$ cat src/hw/rtl/igmpfc_pkg.sv
// ----------------------------------------------------------------------------
// igmpfc_pkg
// Shared types and constants of the IGMP frame classifier.
// ----------------------------------------------------------------------------
package igmpfc_pkg;

	localparam int unsigned LENGTH_COUNT_BITS = 14;
	localparam logic [LENGTH_COUNT_BITS-1:0] POS_MAX = '1;
	localparam logic [13:0] MAX_LEN_RESET = 14'd1500;
	localparam int unsigned QUEUE_DEPTH = 2;

	typedef enum logic [2:0] {
		ST_MAC_FILTERED = 3'd0,
		ST_BAD_IP_SUM   = 3'd1,
		ST_MALFORMED    = 3'd2,
		ST_NOT_IGMP     = 3'd3,
		ST_TOO_LONG     = 3'd4,
		ST_BAD_IGMP_SUM = 3'd5,
		ST_ACCEPTED     = 3'd6,
		ST_TRUNCATED    = 3'd7
	} status_t;

	typedef enum logic [2:0] {
		MK_GENERAL_QUERY = 3'd0,
		MK_GROUP_QUERY   = 3'd1,
		MK_V1_REPORT     = 3'd2,
		MK_V2_REPORT     = 3'd3,
		MK_LEAVE         = 3'd4,
		MK_UNKNOWN       = 3'd5
	} kind_t;

	localparam logic [7:0] IGMP_QUERY     = 8'h11;
	localparam logic [7:0] IGMP_V1_REPORT = 8'h12;
	localparam logic [7:0] IGMP_V2_REPORT = 8'h16;
	localparam logic [7:0] IGMP_LEAVE     = 8'h17;
	localparam logic [7:0] PROTO_IGMP     = 8'h02;
	localparam logic [15:0] ETYPE_IPV4    = 16'h0800;
	localparam logic [7:0] MCAST_FIRST    = 8'h01;

	localparam logic [0:0] REG_STATION_MAC = 1'd0;
	localparam logic [0:0] REG_MAX_LEN     = 1'd1;

	// Frame summary handed from the front to the back part.
	typedef struct packed {
		status_t     status;
		logic [7:0]  type_code;
		logic [31:0] src;
		logic [31:0] dst;
		logic [31:0] grp;
	} verdict_t;

	typedef struct packed {
		logic [2:0]  status;
		logic [2:0]  message_kind;
		logic [7:0]  igmp_type_code;
		logic [31:0] source_ip;
		logic [31:0] dest_ip;
		logic [31:0] group_ip;
	} result_t;

	function automatic logic [15:0] fold_add(input logic [15:0] acc, input logic [15:0] v);
		logic [16:0] s;
		s = {1'b0, acc} + {1'b0, v};
		return s[15:0] + {15'd0, s[16]};
	endfunction

endpackage

$ cat src/hw/rtl/igmpfc_if.sv
// ----------------------------------------------------------------------------
// igmpfc_byte_if / igmpfc_result_if
// Valid/ready channels for frame bytes and classification results.
// ----------------------------------------------------------------------------
interface igmpfc_byte_if;
	logic       valid;
	logic       ready;
	logic [7:0] frame_byte;
	logic       frame_end;
	modport source (output valid, frame_byte, frame_end, input ready);
	modport sink (input valid, frame_byte, frame_end, output ready);
endinterface

interface igmpfc_result_if;
	logic        valid;
	logic        ready;
	logic [2:0]  status;
	logic [2:0]  message_kind;
	logic [7:0]  igmp_type_code;
	logic [31:0] source_ip;
	logic [31:0] dest_ip;
	logic [31:0] group_ip;
	modport source (output valid, status, message_kind, igmp_type_code, source_ip, dest_ip,
		group_ip, input ready);
	modport sink (input valid, status, message_kind, igmp_type_code, source_ip, dest_ip,
		group_ip, output ready);
endinterface

$ cat src/hw/rtl/igmpfc_front.sv
// ----------------------------------------------------------------------------
// igmpfc_front
// Parses frame bytes, accumulates checksums and decides frame status.
// ----------------------------------------------------------------------------
module igmpfc_front (
	input  logic                    clk,
	input  logic                    arst_n,
	input  logic                    in_valid,
	input  logic [7:0]              in_byte,
	input  logic                    in_end,
	input  logic [47:0]             station_mac,
	input  logic [13:0]             max_frame_len,
	output logic                    fire,
	output igmpfc_pkg::verdict_t    verdict
);
	import igmpfc_pkg::*;

	localparam int unsigned PB = LENGTH_COUNT_BITS;

	logic [PB-1:0] pos_q;
	logic [3:0]    ihl_q, ver_q;
	logic [15:0]   tlen_q;
	logic [7:0]    proto_q, type_q;
	logic          mac_ok_q, grp_dest_q;
	logic [15:0]   etype_q, ipsum_q, iprx_q, igsum_q, igrx_q;
	logic [31:0]   src_q, dst_q, grp_q;

	// Header offset o = pos - 14 (valid when pos >= 14); wide enough for any pos.
	logic          in_ip;
	logic [16:0]   o, h, j;
	logic [3:0]    ihl_cur;
	logic          in_hdr, in_pay;
	logic [7:0]    want;
	logic [2:0]    mac_idx;

	assign in_ip  = pos_q >= PB'(14);
	assign o      = 17'(pos_q) - 17'd14;
	// header length takes effect on the byte that carries it
	assign ihl_cur = (in_ip && o == 17'd0) ? in_byte[3:0] : ihl_q;
	assign h      = {11'd0, ihl_cur, 2'b00};
	assign j      = o - h;
	assign in_hdr = in_ip && (o < h) && (o != 17'd10) && (o != 17'd11);
	assign in_pay = in_ip && (o >= h) && (o < {1'b0, tlen_q});
	assign mac_idx = 3'(pos_q[2:0]);
	always_comb begin
		unique case (mac_idx)
			3'd0: want = station_mac[47:40];
			3'd1: want = station_mac[39:32];
			3'd2: want = station_mac[31:24];
			3'd3: want = station_mac[23:16];
			3'd4: want = station_mac[15:8];
			default: want = station_mac[7:0];
		endcase
	end

	logic [15:0] ip_word, ig_word;
	assign ip_word = o[0] ? {8'd0, in_byte} : {in_byte, 8'd0};
	assign ig_word = j[0] ? {8'd0, in_byte} : {in_byte, 8'd0};

	// Classification on the final byte, with that byte's updates folded in.
	logic [PB-1:0] pos_n;
	logic [3:0]    ihl_n, ver_n;
	logic [15:0]   tlen_n, ipsum_n, iprx_n, igsum_n, igrx_n;
	logic [7:0]    proto_n, type_n;
	logic          mac_ok_n, grp_dest_n;
	logic [15:0]   etype_n;
	logic [31:0]   src_n, dst_n, grp_n;

	always_comb begin
		ihl_n = ihl_q; ver_n = ver_q; tlen_n = tlen_q; proto_n = proto_q;
		iprx_n = iprx_q; ipsum_n = ipsum_q; igsum_n = igsum_q; igrx_n = igrx_q;
		type_n = type_q; mac_ok_n = mac_ok_q; grp_dest_n = grp_dest_q;
		etype_n = etype_q; src_n = src_q; dst_n = dst_q; grp_n = grp_q;
		if (pos_q < PB'(6)) begin
			if (in_byte != want) mac_ok_n = 1'b0;
			if (pos_q == '0 && in_byte == MCAST_FIRST) grp_dest_n = 1'b1;
		end else if (pos_q == PB'(12)) begin
			etype_n = {in_byte, 8'd0};
		end else if (pos_q == PB'(13)) begin
			etype_n = {etype_q[15:8], in_byte};
		end else if (in_ip) begin
			priority case (1'b1)
				o == 17'd0: begin
					ver_n = in_byte[7:4];
					ihl_n = in_byte[3:0];
				end
				o == 17'd2: tlen_n = {in_byte, tlen_q[7:0]};
				o == 17'd3: tlen_n = {tlen_q[15:8], in_byte};
				o == 17'd9: proto_n = in_byte;
				o == 17'd10: iprx_n = {in_byte, iprx_q[7:0]};
				o == 17'd11: iprx_n = {iprx_q[15:8], in_byte};
				o >= 17'd12 && o < 17'd16: src_n[8*(3-o[1:0]) +: 8] = in_byte;
				o >= 17'd16 && o < 17'd20: dst_n[8*(3-o[1:0]) +: 8] = in_byte;
				default: ;
			endcase
			if (in_hdr) ipsum_n = fold_add(ipsum_q, ip_word);
			if (in_pay) begin
				if (j == 17'd2) igrx_n = {in_byte, igrx_q[7:0]};
				else if (j == 17'd3) igrx_n = {igrx_q[15:8], in_byte};
				else igsum_n = fold_add(igsum_q, ig_word);
				if (j == 17'd0) type_n = in_byte;
				else if (j >= 17'd4 && j < 17'd8) grp_n[8*(3-j[1:0]) +: 8] = in_byte;
			end
		end
	end

	assign pos_n = (pos_q < POS_MAX) ? pos_q + PB'(1) : pos_q;

	logic [16:0] len, hn, need;
	status_t     st;
	assign len  = 17'(pos_q) + 17'd1;
	assign hn   = {11'd0, ihl_n, 2'b00};
	assign need = (hn > 17'd20) ? hn : 17'd20;
	always_comb begin
		priority if (len < 17'd14) st = ST_TRUNCATED;
		else if (etype_n != ETYPE_IPV4 || !(mac_ok_n || grp_dest_n)) st = ST_MAC_FILTERED;
		else if (len < 17'd14 + need) st = ST_TRUNCATED;
		else if (~ipsum_n != iprx_n) st = ST_BAD_IP_SUM;
		else if (tlen_n < 16'd20 || ver_n != 4'd4 || ihl_n < 4'd5) st = ST_MALFORMED;
		else if (proto_n != PROTO_IGMP) st = ST_NOT_IGMP;
		else if (pos_q == POS_MAX || len > 17'(max_frame_len)) st = ST_TOO_LONG;
		else if ({1'b0, tlen_n} < hn + 17'd8) st = ST_MALFORMED;
		else if (len < 17'd14 + {1'b0, tlen_n}) st = ST_TRUNCATED;
		else if (~igsum_n != igrx_n) st = ST_BAD_IGMP_SUM;
		else st = ST_ACCEPTED;
	end

	assign fire = in_valid && in_end;
	always_comb begin
		verdict.status    = st;
		verdict.type_code = type_n;
		verdict.src       = src_n;
		verdict.dst       = dst_n;
		verdict.grp       = grp_n;
	end

	always_ff @(posedge clk or negedge arst_n) begin
		if (!arst_n) begin
			pos_q <= '0; ihl_q <= '0; ver_q <= '0; tlen_q <= '0; proto_q <= '0;
			mac_ok_q <= 1'b1; grp_dest_q <= 1'b0; etype_q <= '0; ipsum_q <= '0;
			iprx_q <= '0; igsum_q <= '0; igrx_q <= '0; type_q <= '0;
			src_q <= '0; dst_q <= '0; grp_q <= '0;
		end else if (in_valid) begin
			if (in_end) begin
				pos_q <= '0; ihl_q <= '0; ver_q <= '0; tlen_q <= '0; proto_q <= '0;
				mac_ok_q <= 1'b1; grp_dest_q <= 1'b0; etype_q <= '0; ipsum_q <= '0;
				iprx_q <= '0; igsum_q <= '0; igrx_q <= '0; type_q <= '0;
				src_q <= '0; dst_q <= '0; grp_q <= '0;
			end else begin
				pos_q <= pos_n; ihl_q <= ihl_n; ver_q <= ver_n; tlen_q <= tlen_n;
				proto_q <= proto_n; mac_ok_q <= mac_ok_n; grp_dest_q <= grp_dest_n;
				etype_q <= etype_n; ipsum_q <= ipsum_n; iprx_q <= iprx_n;
				igsum_q <= igsum_n; igrx_q <= igrx_n; type_q <= type_n;
				src_q <= src_n; dst_q <= dst_n; grp_q <= grp_n;
			end
		end
	end

	assert property (@(posedge clk) disable iff (!arst_n)
		in_valid && in_end |=> pos_q == '0 && mac_ok_q)
		else $error("frame state not cleared after frame end");
	assert property (@(posedge clk) disable iff (!arst_n)
		in_valid && !in_end && pos_q < POS_MAX |=> pos_q == $past(pos_q) + PB'(1))
		else $error("byte position did not advance");
	assert property (@(posedge clk) disable iff (!arst_n)
		!in_valid |=> $stable(pos_q))
		else $error("byte position moved without a byte");

endmodule

$ cat src/hw/rtl/igmpfc_queue.sv
// ----------------------------------------------------------------------------
// igmpfc_queue
// Short FIFO of frame verdicts between front and back parts.
// ----------------------------------------------------------------------------
module igmpfc_queue (
	input  logic                 clk,
	input  logic                 arst_n,
	input  logic                 push,
	input  igmpfc_pkg::verdict_t push_data,
	output logic                 full,
	output logic                 empty,
	input  logic                 pop,
	output igmpfc_pkg::verdict_t pop_data
);
	import igmpfc_pkg::*;

	localparam int unsigned AW = $clog2(QUEUE_DEPTH);

	verdict_t        mem_q [QUEUE_DEPTH];
	logic [AW-1:0]   wr_q, rd_q;
	logic [AW:0]     cnt_q;

	assign full     = cnt_q == (AW+1)'(QUEUE_DEPTH);
	assign empty    = cnt_q == '0;
	assign pop_data = mem_q[rd_q];

	always_ff @(posedge clk) begin
		if (push && !full) mem_q[wr_q] <= push_data;
	end

	always_ff @(posedge clk or negedge arst_n) begin
		if (!arst_n) begin
			wr_q <= '0; rd_q <= '0; cnt_q <= '0;
		end else begin
			if (push && !full) wr_q <= (wr_q == AW'(QUEUE_DEPTH-1)) ? '0 : wr_q + AW'(1);
			if (pop && !empty) rd_q <= (rd_q == AW'(QUEUE_DEPTH-1)) ? '0 : rd_q + AW'(1);
			cnt_q <= cnt_q + (AW+1)'(push && !full) - (AW+1)'(pop && !empty);
		end
	end

	assert property (@(posedge clk) disable iff (!arst_n) cnt_q <= (AW+1)'(QUEUE_DEPTH))
		else $error("queue count overflow");
	assert property (@(posedge clk) disable iff (!arst_n)
		full && !pop |=> full)
		else $error("full queue lost an entry");

endmodule

$ cat src/hw/rtl/igmpfc_back.sv
// ----------------------------------------------------------------------------
// igmpfc_back
// Classifies the message kind and masks fields into the output register.
// ----------------------------------------------------------------------------
module igmpfc_back (
	input  logic                 clk,
	input  logic                 arst_n,
	input  logic                 empty,
	input  igmpfc_pkg::verdict_t data,
	output logic                 pop,
	output logic                 out_valid,
	input  logic                 out_ready,
	output igmpfc_pkg::result_t  result
);
	import igmpfc_pkg::*;

	logic    valid_q;
	result_t res_q, res_n;
	logic    load;
	kind_t   kind;
	logic    acc, addr_ok;

	assign acc     = data.status == ST_ACCEPTED;
	assign addr_ok = data.status != ST_MAC_FILTERED && data.status != ST_TRUNCATED;
	always_comb begin
		unique case (data.type_code)
			IGMP_QUERY:     kind = (data.grp == '0) ? MK_GENERAL_QUERY : MK_GROUP_QUERY;
			IGMP_V1_REPORT: kind = MK_V1_REPORT;
			IGMP_V2_REPORT: kind = MK_V2_REPORT;
			IGMP_LEAVE:     kind = MK_LEAVE;
			default:        kind = MK_UNKNOWN;
		endcase
		res_n.status         = data.status;
		res_n.message_kind   = acc ? kind : MK_GENERAL_QUERY;
		res_n.igmp_type_code = acc ? data.type_code : 8'd0;
		res_n.group_ip       = acc ? data.grp : 32'd0;
		res_n.source_ip      = addr_ok ? data.src : 32'd0;
		res_n.dest_ip        = addr_ok ? data.dst : 32'd0;
	end

	assign load      = !empty && (!valid_q || out_ready);
	assign pop       = load;
	assign out_valid = valid_q;
	assign result    = res_q;

	always_ff @(posedge clk) begin
		if (load) res_q <= res_n;
	end

	always_ff @(posedge clk or negedge arst_n) begin
		if (!arst_n) valid_q <= 1'b0;
		else if (load) valid_q <= 1'b1;
		else if (out_ready) valid_q <= 1'b0;
	end

	assert property (@(posedge clk) disable iff (!arst_n)
		valid_q && !out_ready |=> valid_q && $stable(res_q))
		else $error("stalled result changed");

endmodule

$ cat src/hw/rtl/igmp_frame_classifier.sv
// ----------------------------------------------------------------------------
// igmp_frame_classifier
// IPv4/IGMP frame validator with APB configuration.
// ----------------------------------------------------------------------------
// Takes one frame byte per cycle, starting at the destination MAC, and gives
// one status transaction for each frame after its last byte. The front part
// parses and checks bytes at full rate with no stall of its own; on the last
// byte its verdict goes into a two-entry queue. The back part works out the
// message kind and holds the result in an output register, which is loaded
// from the queue head while it is empty or the sink takes it. Input ready
// drops only while the queue is full, so with a ready sink the sustained rate
// is one byte per cycle.
// Registers: 0x00 station_mac (48 bits), 0x08 max_frame_len (reset 1500),
// 64-bit data, byte address 8*index.
// ----------------------------------------------------------------------------
module igmp_frame_classifier (
	input  logic            clk,
	input  logic            arst_n,
	igmpfc_byte_if.sink     frame,
	igmpfc_result_if.source result,
	input  logic            psel,
	input  logic            penable,
	input  logic            pwrite,
	input  logic [3:0]      paddr,
	input  logic [63:0]     pwdata,
	output logic [63:0]     prdata,
	output logic            pready
);
	import igmpfc_pkg::*;

	logic [47:0] mac_q;
	logic [13:0] maxlen_q;
	logic        fire, full, empty, pop, wr;
	verdict_t    v_in, v_out;
	result_t     res;

	// Register file: index is paddr[3].
	assign pready = 1'b1;
	assign wr     = psel && penable && pwrite;
	always_ff @(posedge clk or negedge arst_n) begin
		if (!arst_n) begin
			mac_q    <= '0;
			maxlen_q <= MAX_LEN_RESET;
		end else if (wr) begin
			if (paddr[3] == REG_STATION_MAC) mac_q <= pwdata[47:0];
			else maxlen_q <= pwdata[13:0];
		end
	end
	assign prdata = (paddr[3] == REG_MAX_LEN) ? {50'd0, maxlen_q} : {16'd0, mac_q};

	// Stall bytes only while a final byte could not push.
	assign frame.ready = !full;

	igmpfc_front u_front (
		.clk, .arst_n,
		.in_valid(frame.valid && !full), .in_byte(frame.frame_byte),
		.in_end(frame.frame_end), .station_mac(mac_q), .max_frame_len(maxlen_q),
		.fire, .verdict(v_in)
	);

	igmpfc_queue u_queue (
		.clk, .arst_n, .push(fire), .push_data(v_in), .full, .empty,
		.pop, .pop_data(v_out)
	);

	igmpfc_back u_back (
		.clk, .arst_n, .empty, .data(v_out), .pop,
		.out_valid(result.valid), .out_ready(result.ready), .result(res)
	);

	assign result.status         = res.status;
	assign result.message_kind   = res.message_kind;
	assign result.igmp_type_code = res.igmp_type_code;
	assign result.source_ip      = res.source_ip;
	assign result.dest_ip        = res.dest_ip;
	assign result.group_ip       = res.group_ip;

	assert property (@(posedge clk) disable iff (!arst_n)
		frame.valid && frame.ready && frame.frame_end |-> fire)
		else $error("final byte did not push a verdict");
	assert property (@(posedge clk) disable iff (!arst_n)
		pop |=> result.valid)
		else $error("popped verdict not presented");

endmodule
$ cat src/flat_wrapper.sv
// flat-port wrapper written by rule: the top's interface ports become plain ports
module igmp_frame_classifier_flat import igmpfc_pkg::*;
  (clk, arst_n, psel, penable, pwrite, paddr, pwdata, prdata, pready, frame_valid, frame_frame_byte, frame_frame_end, frame_ready, result_valid, result_status, result_message_kind, result_igmp_type_code, result_source_ip, result_dest_ip, result_group_ip, result_ready);
  igmpfc_byte_if frame_i ();
  igmpfc_result_if result_i ();
  input  logic clk;
  input  logic arst_n;
  input  logic psel;
  input  logic penable;
  input  logic pwrite;
  input  logic [3:0] paddr;
  input  logic [63:0] pwdata;
  output logic [63:0] prdata;
  output logic pready;
  input wire logic [$bits(frame_i.valid)-1:0] frame_valid;
  input wire logic [$bits(frame_i.frame_byte)-1:0] frame_frame_byte;
  input wire logic [$bits(frame_i.frame_end)-1:0] frame_frame_end;
  output wire logic [$bits(frame_i.ready)-1:0] frame_ready;
  output wire logic [$bits(result_i.valid)-1:0] result_valid;
  output wire logic [$bits(result_i.status)-1:0] result_status;
  output wire logic [$bits(result_i.message_kind)-1:0] result_message_kind;
  output wire logic [$bits(result_i.igmp_type_code)-1:0] result_igmp_type_code;
  output wire logic [$bits(result_i.source_ip)-1:0] result_source_ip;
  output wire logic [$bits(result_i.dest_ip)-1:0] result_dest_ip;
  output wire logic [$bits(result_i.group_ip)-1:0] result_group_ip;
  input wire logic [$bits(result_i.ready)-1:0] result_ready;
  assign frame_i.valid = frame_valid;
  assign frame_i.frame_byte = frame_frame_byte;
  assign frame_i.frame_end = frame_frame_end;
  assign frame_ready = frame_i.ready;
  assign result_valid = result_i.valid;
  assign result_status = result_i.status;
  assign result_message_kind = result_i.message_kind;
  assign result_igmp_type_code = result_i.igmp_type_code;
  assign result_source_ip = result_i.source_ip;
  assign result_dest_ip = result_i.dest_ip;
  assign result_group_ip = result_i.group_ip;
  assign result_i.ready = result_ready;
  igmp_frame_classifier u_core (.clk(clk), .arst_n(arst_n), .frame(frame_i), .result(result_i), .psel(psel), .penable(penable), .pwrite(pwrite), .paddr(paddr), .pwdata(pwdata), .prdata(prdata), .pready(pready));
endmodule
$ cat config.mk
export PLATFORM = sky130hd
export DESIGN_NAME = igmp_frame_classifier_flat
export DESIGN_NICKNAME = d
export VERILOG_FILES = /design/src/hw/rtl/igmpfc_pkg.sv /design/src/hw/rtl/igmpfc_if.sv /design/src/hw/rtl/igmpfc_front.sv /design/src/hw/rtl/igmpfc_queue.sv /design/src/hw/rtl/igmpfc_back.sv /design/src/hw/rtl/igmp_frame_classifier.sv /design/src/flat_wrapper.sv
export SDC_FILE = /design/constraint.sdc
export NUM_CORES = 1
export LEC_CHECK = 0
export BUFFER_PORTS_ARGS = -buffer_cell sky130_fd_sc_hd__buf_4
export CORE_MARGIN = 1
export CORE_UTILIZATION = 36
export CTS_BUF_LIST = sky130_fd_sc_hd__clkbuf_2
export DETAILED_ROUTE_END_ITERATION = 12
export HOLD_SLACK_MARGIN = 0.06
export SLEW_MARGIN = 0
export SYNTH_ARGS = -nofsm -noshare
export SYNTH_HDL_FRONTEND = slang
export SYNTH_SLANG_ARGS = --single-unit
export TNS_END_PERCENT = 5
$ cat constraint.sdc
create_clock -name clk -period 10.49 [get_ports clk]
set_clock_uncertainty 0.2 [all_clocks]
set_input_delay 0.5245 -clock clk [delete_from_list [all_inputs] [get_ports clk]]
set_output_delay 0.5245 -clock clk [all_outputs]
set_load 0.01 [all_outputs]
Word-level counts from Yosys, hierarchy flattened --
Memory sizes are Yosys's and may differ from the RTL's. Cells that the tools add are included.
Word-level totals: input bits 84, memories 1, output and inout port bits 177, bits in writable memories 214, register bits 409, word-level logic and storage cells 286
Memories:
- u_core.u_queue.mem_q | words 2, width 107, read ports 1, clocked after memory_dff 0, write ports 1, line igmpfc_queue.sv:19 | verdict_t mem_q [QUEUE_DEPTH];
Operators by class: shift operators 4, order comparisons 20, mux-type cells 141, bitwise operators 3, add/subtract/negate cells 19, equality and inequality tests 30, reduce and logical (&&, ||, !) cells 40
Operators with widths (number):
- $mux W32 | 33
- $mux W16 | 43
- $mux W8 | 20
- $bwmux W32 | 3
- $eq A17 B2 Y1 const B | 4
- $neg A32 Y34 | 2
- $shift A8 B34 Y32 const A | 2
- $shiftx A8 B34 Y32 | 2
- $mux W4 | 13
- $eq A17 B4 Y1 const B | 3
- $mux W48 | 1
- $pmux W8 S5 | 1
- $add A16 B16 Y17 | 2
- $logic_not A17 Y1 | 2
- $lt A17 B5 Y1 const B | 2
- $ne A17 B4 Y1 const B | 2
- $add A16 B1 Y16 | 2
- $eq A8 B5 Y1 const B | 4
- $logic_not A32 Y1 | 1
- $ne A16 B16 Y1 | 2
- $not A16 Y16 | 2
- $eq A14 B4 Y1 const B | 2
- $mux W14 | 2
- $mux W3 | 8
- other kinds (54) | 99

Logic depth before layout (Yosys ltp) --
Gate-level depths: netlist of run 1.
word-level depth 27, depth in mapped cells 27, depth with buffers taken out 26

Modules after synthesis --
From an unflattened synthesis of run 1, not the netlist that was laid out.
Unflattened totals: cell total of the unflattened synthesis 2770, area total of the unflattened synthesis 32338.5 um^2
Modules (own cells, without submodules):
- igmpfc_front | area each 17062.6 um^2, instances 1, cells an instance 1955
- igmpfc_queue | area each 7996.4 um^2, instances 1, cells an instance 353
- igmpfc_back | area each 4324.1 um^2, instances 1, cells an instance 256
- igmp_frame_classifier | area each 2955.3 um^2, instances 1, cells an instance 206

Worst setup path after synthesis of run 1 --
Ideal clock, no wire load.
path kind input port to flip-flop, from input result_ready, to register u_core.u_queue.cnt_q[1], required time 10.210 ns, buffers on the path 0, setup slack 2.846 ns, stages on the path 7, arrival 7.364 ns, cell sequence inv_1 > a21oi_1 > ha_1 > inv_1 > ha_1 > xnor2_1 > xnor2_1
Between the ends: cells in the longest elaborated chain, start to end 4
Ends and longest elaborated chain:
- start, declared | line flat_wrapper.sv:26 | input wire logic [$bits(result_i.ready)-1:0] result_ready;
- $logic_or A1 B1 Y1 | line igmpfc_back.sv:41 | assign load = !empty && (!valid_q || out_ready);
- $logic_and A1 B1 Y1 | line igmpfc_back.sv:41
- via u_core.pop | line igmp_frame_classifier.sv:33 | logic fire, full, empty, pop, wr;
- $logic_and A1 B1 Y1 | line igmpfc_queue.sv:37 | cnt_q <= cnt_q + (AW+1)'(push && !full) - (AW+1)'(pop && !empty);
- $sub A2 B1 Y2 | line igmpfc_queue.sv:37
- end signal, assigned | line igmpfc_queue.sv:37
- end, declared | line igmpfc_queue.sv:21 | logic [AW:0] cnt_q;
The timed path passes the listed nets, and every way through them passes these cells. A chain may end at the register's enable or synchronous reset.

Final worst setup path of run 1 --
from register u_core.u_front.pos_q[2], to memory u_core.u_queue.mem_q[0][104] in the netlist's numbering (data pin)
Between the ends: cells in the longest elaborated chain, start to end 25
Ends and longest elaborated chain:
- start, declared | line igmpfc_front.sv:20 | logic [PB-1:0] pos_q;
- start signal, assigned | line igmpfc_front.sv:150 | pos_q <= pos_n; ihl_q <= ihl_n; ver_q <= ver_n; tlen_q <= tlen_n;
- $sub A14 B4 Y15 | line igmpfc_front.sv:37 | assign o = 17'(pos_q) - 17'd14;
- $logic_not A17 Y1 | line igmpfc_front.sv:39, igmpfc_front.sv:83
- $logic_and A1 B1 Y1 | line igmpfc_front.sv:39 | assign ihl_cur = (in_ip && o == 17'd0) ? in_byte[3:0] : ihl_q;
- $mux W4 | line igmpfc_front.sv:39
- $sub A15 B7 Y16 | line igmpfc_front.sv:41 | assign j = o - h;
- $eq A17 B2 Y1 | line igmpfc_front.sv:99 | else if (j == 17'd3) igrx_n = {igrx_q[15:8], in_byte};
- $mux W16 | line igmpfc_front.sv:99
- $mux W16 | line igmpfc_front.sv:98 | if (j == 17'd2) igrx_n = {in_byte, igrx_q[7:0]};
- [10 not listed]
- $mux W3 | line igmpfc_front.sv:121 | else if (pos_q == POS_MAX || len > 17'(max_frame_len)) st = ST_TOO_LONG;
- $mux W3 | line igmpfc_front.sv:120 | else if (proto_n != PROTO_IGMP) st = ST_NOT_IGMP;
- $mux W3 | line igmpfc_front.sv:119 | else if (tlen_n < 16'd20 || ver_n != 4'd4 || ihl_n < 4'd5) st = ST_MALFORMED;
- $mux W3 | line igmpfc_front.sv:118 | else if (~ipsum_n != iprx_n) st = ST_BAD_IP_SUM;
- $mux W3 | line igmpfc_front.sv:117 | else if (len < 17'd14 + need) st = ST_TRUNCATED;
- $mux W3 | line igmpfc_front.sv:116 | else if (etype_n != ETYPE_IPV4 || !(mac_ok_n || grp_dest_n)) st = ST_MAC_FILTERED;
- $mux W3 * | line igmpfc_front.sv:115 | priority if (len < 17'd14) st = ST_TRUNCATED;
- via u_core.u_front.st[0] | line igmpfc_front.sv:110 | status_t st;
- end, declared | line igmpfc_queue.sv:19
The timed path passes the listed nets; every way through them passes the cells marked *.

==> key figures, run 1 <==
Status
  • Outcome: complete, no violations

CTS
  • Max clock buf depth: 3
  • Hold_buf cts: 169
  • CTS Root Cell: clkbuf_2
  • Setup bufs post-CTS: 0
  • Post-CTS Resized: 0
  • Worst skew pair latency: 1.41 ns
  • CTS tree: yes
  • H-tree levels: 4
  • Sink Count: 623
  • Clk slew on worst S/H paths: 0.12 ns
  • Clock buffer count from CTS: 162

Critical path
  • Setup CP Type: reg -> reg
  • Cell breakdown of the critical path: ha_1 -> and2_1 -> o41ai_1 -> nand3_1 -> nor4_4 -> nand3_1 -> o21ai_0 -> ha_1 -> inv_1 -> fa_1 -> a211oi_1 -> o31ai_1 -> a2111oi_4 -> o2111ai_2 -> o211ai_4 -> inv_2 -> mux2i_1 -> xnor2_1 -> or4_1 -> nor4_2 -> a211o_1 -> a31oi_1
  • CP max stage delay: 0.69 ns
  • Family with the most delay on the worst path: compound AO/OA/AOI/OAI gates
  • Crit path DAT: 9.23 ns
  • Worst EP required: 11.42 ns
  • CP Launch Type: flip-flop
  • Critical Path Sink Type: flip-flop
  • Worst-path maximum fanout: 25
  • Slowest cell on the critical path: dfrtp_1
  • Buffers and inverters on the worst path: 2

Floorplanning
  • Initial Util: 36.5%
  • Row cnt: 108
  • Chip Height: 299 µm
  • Core area: 87,200 µm²
  • I/O pin count: 261
  • Die Wd: 299 µm
  • Die area: 89,600 µm²

Synth
  • Ys Warns: 0
  • Synth Area in Compound Gates: 13.4%
  • Largest cells by area after synthesis: edfxtp_1 31%, dfrtp_1 23%, mux2i_1 5.3%, o21ai_0 4.7%, nand2_1 4.2%
  • #FFs+latches synth: 623
  • Proportion of synthesized area in mux cells: 8.60%
  • Post-synth top area share: 30.6%
  • Synth async-reset ratio: 48.0%
  • Post-synth EDFFs: 324
  • Largest area contributor in the netlist: edfxtp_1
  • Combinational family with the most area after synthesis: compound AO/OA/AOI/OAI gates
  • Post-synthesis sequential area ratio: 54.1%
  • Unique masters post-synth: 86
  • Post-synthesis simple-gate area fraction: 12.8%
  • Mapped Area: 31,800 µm²
  • Synth Area in Adders: 4.32%
  • Mapped Cells: 2,880
  • Mean Syn Cell Area: 11.0 µm²
  • Synth Area in XOR/XNOR: 3.63%
  • Ys flop type: edfxtp_1

Route
  • Drt via density: 5.32
  • WL final: 91,900 µm
  • Wire per inst: 19.9 µm
  • Via count: 24,500
  • First-pass DRT Iterations: 8
  • 1st-iter DRT viols: 1,899
  • DRC errors left: 0
  • DRT antenna net count: 0

Place
  • Cell count after placement: 4,145
  • Detail Placement HPWL: 60,200 µm
  • Gpl congestion: 0.934
  • Buffers on Ports: 224
  • Worst slack, placed: 2.33 ns

Global route
  • First-pass GRT wire length: 141,000 µm
  • All-layer global routing usage: 20.3%
  • Vias in the first global route: 24,100
  • Pin count of the biggest net entering global routing: 85
  • Gr ovfl total: 0
  • Initial antenna violation count: 6

STA
  • Final Hold Violating Endpoints: 0
  • Min cycle time layout: 8.30 ns
  • Slew Viols, Final: 0
  • Achievable Freq: 0.120 GHz
  • Setup tns final: 0 ns
  • Worst-margin pin slew: 1.14 ns
  • RSZ-0062 raised after global routing: no
  • Period utilization: 79.1%
  • Final setup vio count: 0
  • Setup ws final: 2.19 ns
  • Final hold slack: 0.233 ns
  • Rel. slew slack: 24.1%

Layout
  • Final net count: 3,515
  • Synthesis-to-finish area growth: 19.0%
  • Most frequent cells in the layout: 356 x nand2_1, 324 x edfxtp_1, 299 x o21ai_0, 290 x dfrtp_1, 252 x buf_4
  • Non-Filler Instances: 4,611
  • Final core utilization: 43.4%
  • Share of post-route cells with drive strength above 1: 18.6%
  • Commonest non-fill, non-tap cell in the layout: nand2_1

Power and ir drop
  • Power per cell area: 180 nW/µm²
  • Maximum vdd drop: 0.173 mV
  • Lkg Pwr: 15.8 nW

Job
  • Max-cap violations: 0

Min path
  • Hold Crit Class: in -> reg
==> worst register-to-register path: stages, from the launching register on <==
cell and delay, ns:
dfrtp_1 0.69, ha_1 0.48, and2_1 0.28, o41ai_1 0.60
nand3_1 0.29, nor4_4 0.65, nand3_1 0.37, o21ai_0 0.29
ha_1 0.19, inv_1 0.07, fa_1 0.40, a211oi_1 0.37
o31ai_1 0.17, a2111oi_4 0.35, o2111ai_2 0.30, o211ai_4 0.64
inv_2 0.28, mux2i_1 0.26, xnor2_1 0.09, or4_1 0.48
nor4_2 0.28, a211o_1 0.19, a31oi_1 0.10
==> power by group <==
part / internal (mW) / switching (mW)
Sequential: 2.94 / 0.176
Clock: 0.683 / 1.04
Combinational: 0.743 / 1.21
Total: 4.37 / 2.43
==> synthesized netlist by cell type (all sizes together), types with 6 or more instances <==
cell       n
a2111oi    8
a211oi    14
a21o      22
a21oi     60
a222oi     8
a22o      81
a22oi      9
a31oi     10
a41oi      6
and2      15
and3      25
buf       46
clkbuf   112
dfrtp    291
dfstp      8
edfxtp   324
ha       105
inv       78
mux2      93
mux2i    168
nand2    357
nand2b    24
nand3     58
nand4     23
nor2     176
nor2b     59
nor3      29
nor4      40
o2111ai    8
o211ai    20
o21a      15
o21ai    323
o22ai     10
o311a      6
o31ai     10
or3       15
or4        7
xnor2     75
xor2      57
==> path summary, 6_finish.rpt <==
check                                          startpoint                            to  slack, ns  depth (start not counted)
worst min register to register  u_core.u_front.proto_q[1]     u_core.u_front.proto_q[1]       0.29                          2
worst max register to register    u_core.u_front.pos_q[2]  u_core.u_queue.mem_q[0][104]       2.19                         22
worst max-delay path              u_core.u_front.pos_q[2]  u_core.u_queue.mem_q[0][104]       2.19                         22
max in group asynchronous                          arst_n       u_core.u_front.src_q[3]       8.29                          5
worst min-delay path                  frame_frame_byte[4]      u_core.u_front.type_q[4]       0.23                          4
min in group asynchronous                          arst_n      u_core.u_front.grp_q[23]       0.69                          5
==> area by class of cell <==
cell class | instances | area [µm²]
clock buffer | 232 | 1160
timing repair buffer | 422 | 3620
sequential | 623 | 17200
clock inverter | 64 | 367
inverter | 78 | 293
multi-input combinational | 2036 | 13700
fill | 8306 | 49300
antenna | 1 | 2.50
tap | 1155 | 1450
==> routing by layer <==
layer / routed length, µm / vias up / GRT usage [%] / share of wire [%]
met1: 40300 / 12000 / 27.4 / 44
met3: 5670 / 191 / 3.84 / 6.2
met4: 2680 / 4 / 7.70 / 2.9
met5: 27 / - / 0 / 0.029
met2: 43300 / 818 / 32.4 / 47
li1: - / 11500 / - / -
==> registers in the layout (all words and copies together) (netlist names), 2 cells and up <==
name                    cells
u_core.u_queue.mem_q      214
u_core.u_back.result      110
u_core.mac_q               48
u_core.u_front.dst_q       32
u_core.u_front.grp_q       32
u_core.u_front.src_q       32
u_core.u_front.etype_q     16
u_core.u_front.igrx_q      16
u_core.u_front.igsum_q     16
u_core.u_front.iprx_q      16
u_core.u_front.ipsum_q     16
u_core.u_front.tlen_q      16
u_core.maxlen_q            14
u_core.u_front.pos_q       14
u_core.u_front.proto_q      8
u_core.u_front.type_q       8
u_core.u_front.ihl_q        4
u_core.u_front.ver_q        4
u_core.u_queue.cnt_q        2
==> kinds of logic (layout without fill, tap and decap cells) <==
logic type,Yosys count,in the layout
adders and majority gates,108,108
other,2,18
and+or+nand+nor,861,861
xor gates and xnor gates,132,132
muxes,261,261
buffers and inverters,236,796
AOI/OAI and AO/OA,657,657
DFF,623,623
==> stage by stage <==
step | cell area [µm²] | total power, mW
after floorplan | 31900 | 4.29
after global placement | 34600 | 5.03
after detailed placement | 34600 | 5.04
after CTS | 37800 | 6.86
after global routing | 37800 | 7.17
final | 37800 | 6.80
Power figures use the tool's default switching activity.
==> inputs of run 2 (changes only) <==
Clock period 10.49 ns to 7.8 ns, I/O delays scaled along.
==> run 2 against run 1 <==
Combinational power up 41%; cell count increased by 1.6%; global-route usage grew 0.30 points; setup slack worse by 1.6 ns; wire length grew 1.4%.
==> key figures, run 2 (synthesized netlist as in run 1, its figures left out) <==
STA
  • Min cycle time layout: 7.22 ns (was 8.30 ns)
  • Final Hold Violating Endpoints: 0 (unchanged)
  • Worst-margin pin slew: 1.13 ns (was 1.14 ns)
  • Period utilization: 92.6% (was 79.1%)
  • Slew Viols, Final: 0 (unchanged)
  • Final setup vio count: 0 (unchanged)
  • Setup tns final: 0 ns (unchanged)
  • Rel. slew slack: 24.2% (was 24.1%)
  • Achievable Freq: 0.138 GHz (was 0.120 GHz)
  • RSZ-0062 raised after global routing: no (unchanged)

Floorplanning
  • Chip Height: 299 µm (unchanged)
  • I/O pin count: 261 (unchanged)
  • Die area: 89,600 µm² (unchanged)
  • Core area: 87,200 µm² (unchanged)
  • Row cnt: 108 (unchanged)
  • Die Wd: 299 µm (unchanged)
  • Initial Util: 36.5% (unchanged)

Critical path
  • Cell count along the critical path: 22 (unchanged)
  • CP startpoint: u_core.u_front.pos_q[6] (was u_core.u_front.pos_q[2])
  • CP max stage delay: 0.75 ns (was 0.69 ns)
  • CP Launch Type: flip-flop (unchanged)
  • Family with the most delay on the worst path: compound AO/OA/AOI/OAI gates (unchanged)
  • Worst r2r src: u_core.u_front.pos_q[6] (was u_core.u_front.pos_q[2])
  • Cell breakdown of the critical path: or4_1 -> o41ai_4 -> o2111ai_2 -> nor4_4 -> nand3_1 -> o21ai_0 -> ha_1 -> inv_1 -> fa_1 -> a211oi_1 -> o31ai_1 -> a2111oi_4 -> o2111ai_2 -> nor4bb_2 -> buf_4 -> mux2_4 -> a21oi_1 -> a22oi_1 -> or4_1 -> nor4_2 -> a211o_1 -> a31oi_1 (was ha_1 -> and2_1 -> o41ai_1 -> nand3_1 -> nor4_4 -> nand3_1 -> o21ai_0 -> ha_1 -> inv_1 -> fa_1 -> a211oi_1 -> o31ai_1 -> a2111oi_4 -> o2111ai_2 -> o211ai_4 -> inv_2 -> mux2i_1 -> xnor2_1 -> or4_1 -> nor4_2 -> a211o_1 -> a31oi_1)
  • Worst EP required: 8.68 ns (was 11.42 ns)
  • Setup CP Type: reg -> reg (unchanged)
  • Slowest cell on the critical path: or4_1 (was dfrtp_1)
  • Worst-path maximum fanout: 10 (was 25)
  • Crit path DAT: 8.10 ns (was 9.23 ns)
  • R2R Setup Slk: 0.58 ns (was 2.19 ns)
  • Critical Path Sink Type: flip-flop (unchanged)
  • R2R depth: 22 (unchanged)
  • Crit path capture: u_core.u_queue.mem_q[0][104] (unchanged)
  • Worst R2R End: u_core.u_queue.mem_q[0][104] (unchanged)
  • Buffers and inverters on the worst path: 2 (unchanged)

Layout
  • Non-Filler Instances: 4,686 (was 4,611)
  • Fill count: 8,248 (was 8,306)
  • Final net count: 3,587 (was 3,515)
  • Synthesis-to-finish area growth: 21.0% (was 19.0%)
  • Finished Cell Area: 38,500 µm² (was 37,800 µm²)
  • Commonest non-fill, non-tap cell in the layout: nand2_1 (unchanged)
  • Share of post-route cells with drive strength above 1: 19.4% (was 18.6%)
  • Largest reg by FF count: u_core.u_queue.mem_q (unchanged)
  • Multi-input logic area: 13,700 µm² (about the same)
  • Max reg flops: 214 (unchanged)
  • Seq. cell area: 17,200 µm² (unchanged)
  • Most frequent cells in the layout: 356 x nand2_1, 324 x edfxtp_1, 300 x o21ai_0, 290 x dfrtp_1, 282 x buf_4 (was 356 x nand2_1, 324 x edfxtp_1, 299 x o21ai_0, 290 x dfrtp_1, 252 x buf_4)

Status
  • Outcome: complete, no violations (unchanged)

Global route
  • First-pass GRT wire length: 143,000 µm (was 141,000 µm)
  • Vias in the first global route: 24,600 (was 24,100)
  • Gr ovfl total: 0 (unchanged)
  • Initial antenna violation count: 2 (was 6)
  • Pin count of the biggest net entering global routing: 163 (was 85)
  • All-layer global routing usage: 20.6% (was 20.3%)

Power and ir drop
  • Power per cell area: 241 nW/µm² (was 180 nW/µm²)
  • Lkg Pwr: 16.1 nW (was 15.8 nW)
  • Maximum vdd drop: 0.212 mV (was 0.173 mV)

CTS
  • Sink Count: 623 (unchanged)
  • CTS tree: yes (unchanged)
  • Worst skew pair latency: 1.36 ns (was 1.41 ns)
  • Clock buffer count from CTS: 163 (was 162)
  • Clk slew on worst S/H paths: 0.13 ns (was 0.12 ns)
  • H-tree levels: 4 (unchanged)
  • CTS Root Cell: clkbuf_2 (unchanged)
  • Max clock buf depth: 3 (unchanged)

Route
  • Via count: 24,800 (was 24,500)
  • DRT antenna net count: 0 (unchanged)
  • 1st-iter DRT viols: 1,957 (was 1,899)
  • First-pass DRT Iterations: 5 (was 8)
  • WL final: 93,200 µm (was 91,900 µm)
  • DRC errors left: 0 (unchanged)
  • Wire per inst: 19.9 µm (about the same)
  • Drt via density: 5.29 (was 5.32)

Min path
  • Hold Crit Class: reg -> reg (was in -> reg)
  • Hold path start: u_core.u_front.iprx_q[2] (was frame_frame_byte[4])
  • Hold depth: 2 (was 4)

Place
  • Gpl congestion: 0.918 (was 0.934)
  • Placed Area: 34,800 µm² (was 34,600 µm²)
  • Detail Placement HPWL: 61,800 µm (was 60,200 µm)
  • Buffers on Ports: 224 (unchanged)
  • Cell count after placement: 4,171 (was 4,145)

Job
  • Max-cap violations: 0 (unchanged)
-- run 2: cell count changes in the layout (fill, tap and decap cells not counted), moves of 2 or more --
cell	before	now
dlygate4sd3_1	168	208
buf_4	252	282
clkbuf_2	232	242
clkinv_1	48	38
clkinv_2	1	6
clkinv_4	3	0
clkinvlp_4	3	5
inv_6	4	2
-- run 2: worst reg2reg max path, cell delays in order (launching register included) --
cell and delay (ns):
dfrtp_1 0.51, or4_1 0.75, o41ai_4 0.39, o2111ai_2 0.23
nor4_4 0.22, nand3_1 0.30, o21ai_0 0.26, ha_1 0.19
inv_1 0.06, fa_1 0.41, a211oi_1 0.42, o31ai_1 0.18
a2111oi_4 0.36, o2111ai_2 0.32, nor4bb_2 0.33, buf_4 0.25
mux2_4 0.33, a21oi_1 0.14, a22oi_1 0.10, or4_1 0.41
nor4_2 0.29, a211o_1 0.19, a31oi_1 0.10
-- run 2: final cells by class --
cell class	count	area share, %
flip-flops and latches	623	44.7
diodes	2	0.0130
clock inverters	57	0.855
clock buffers	242	3.15
inverters	78	0.760
repair buffers	493	11.1
multi-input cells	2036	35.7
well taps	1155	3.75
-- run 2: power by group --
group	total (mW)	switching, mW	leakage [nW]	internal (mW)
Sequential	4.19	0.229	6.99	3.96
Combinational	2.75	1.66	8.00	1.09
Clock	2.33	1.40	1.15	0.939
-- run 2: how the worst min path moves through the flow --
| stage | end | slack [ns] |
|---|---|---|
| final | u_core.u_front.iprx_q[2] | 0.28 |
| after global routing | u_core.u_front.dst_q[13] | 0.20 |
| after CTS | u_core.u_front.src_q[13] | 0.09 |
| after detailed placement | u_core.u_front.src_q[29] | 0.26 |
| after global placement | u_core.u_back.out_valid | 0.22 |
| after floorplan | u_core.mac_q[0] | -0.11 |
-- run 2: stage by stage --
stage	setup slack (ns)	utilization, %	hold slack (ns)	power [mW]
finish	0.578	44.2	0.284	9.27
global placement	0.721	39.9	0.221	6.81
global route	0.0527	44.2	0.198	9.76
floorplan	0.291	-	-0.106	5.77
CTS	0.532	44.1	0.0936	9.33
detailed placement	0.587	39.9	0.258	6.83
-- run 2: routing by layer --
metal	routed length [µm]	share of wire, %	global-route usage, %	up-vias
met5	0	0	0	-
met4	2810	3.0	7.99	0
met3	5060	5.4	4.16	201
met2	43800	47	32.8	802
met1	41500	45	27.7	12100
li1	-	-	-	11600
-- run 2: repair_timing --
item / 4_1_cts / 5_1_grt
setup endpoints to repair: 0 / 2
gates resized for setup: 0 / 1
hold buffers: 209 / 0
hold endpoints to repair: 919 / 0
buffers inserted: 0 / 5
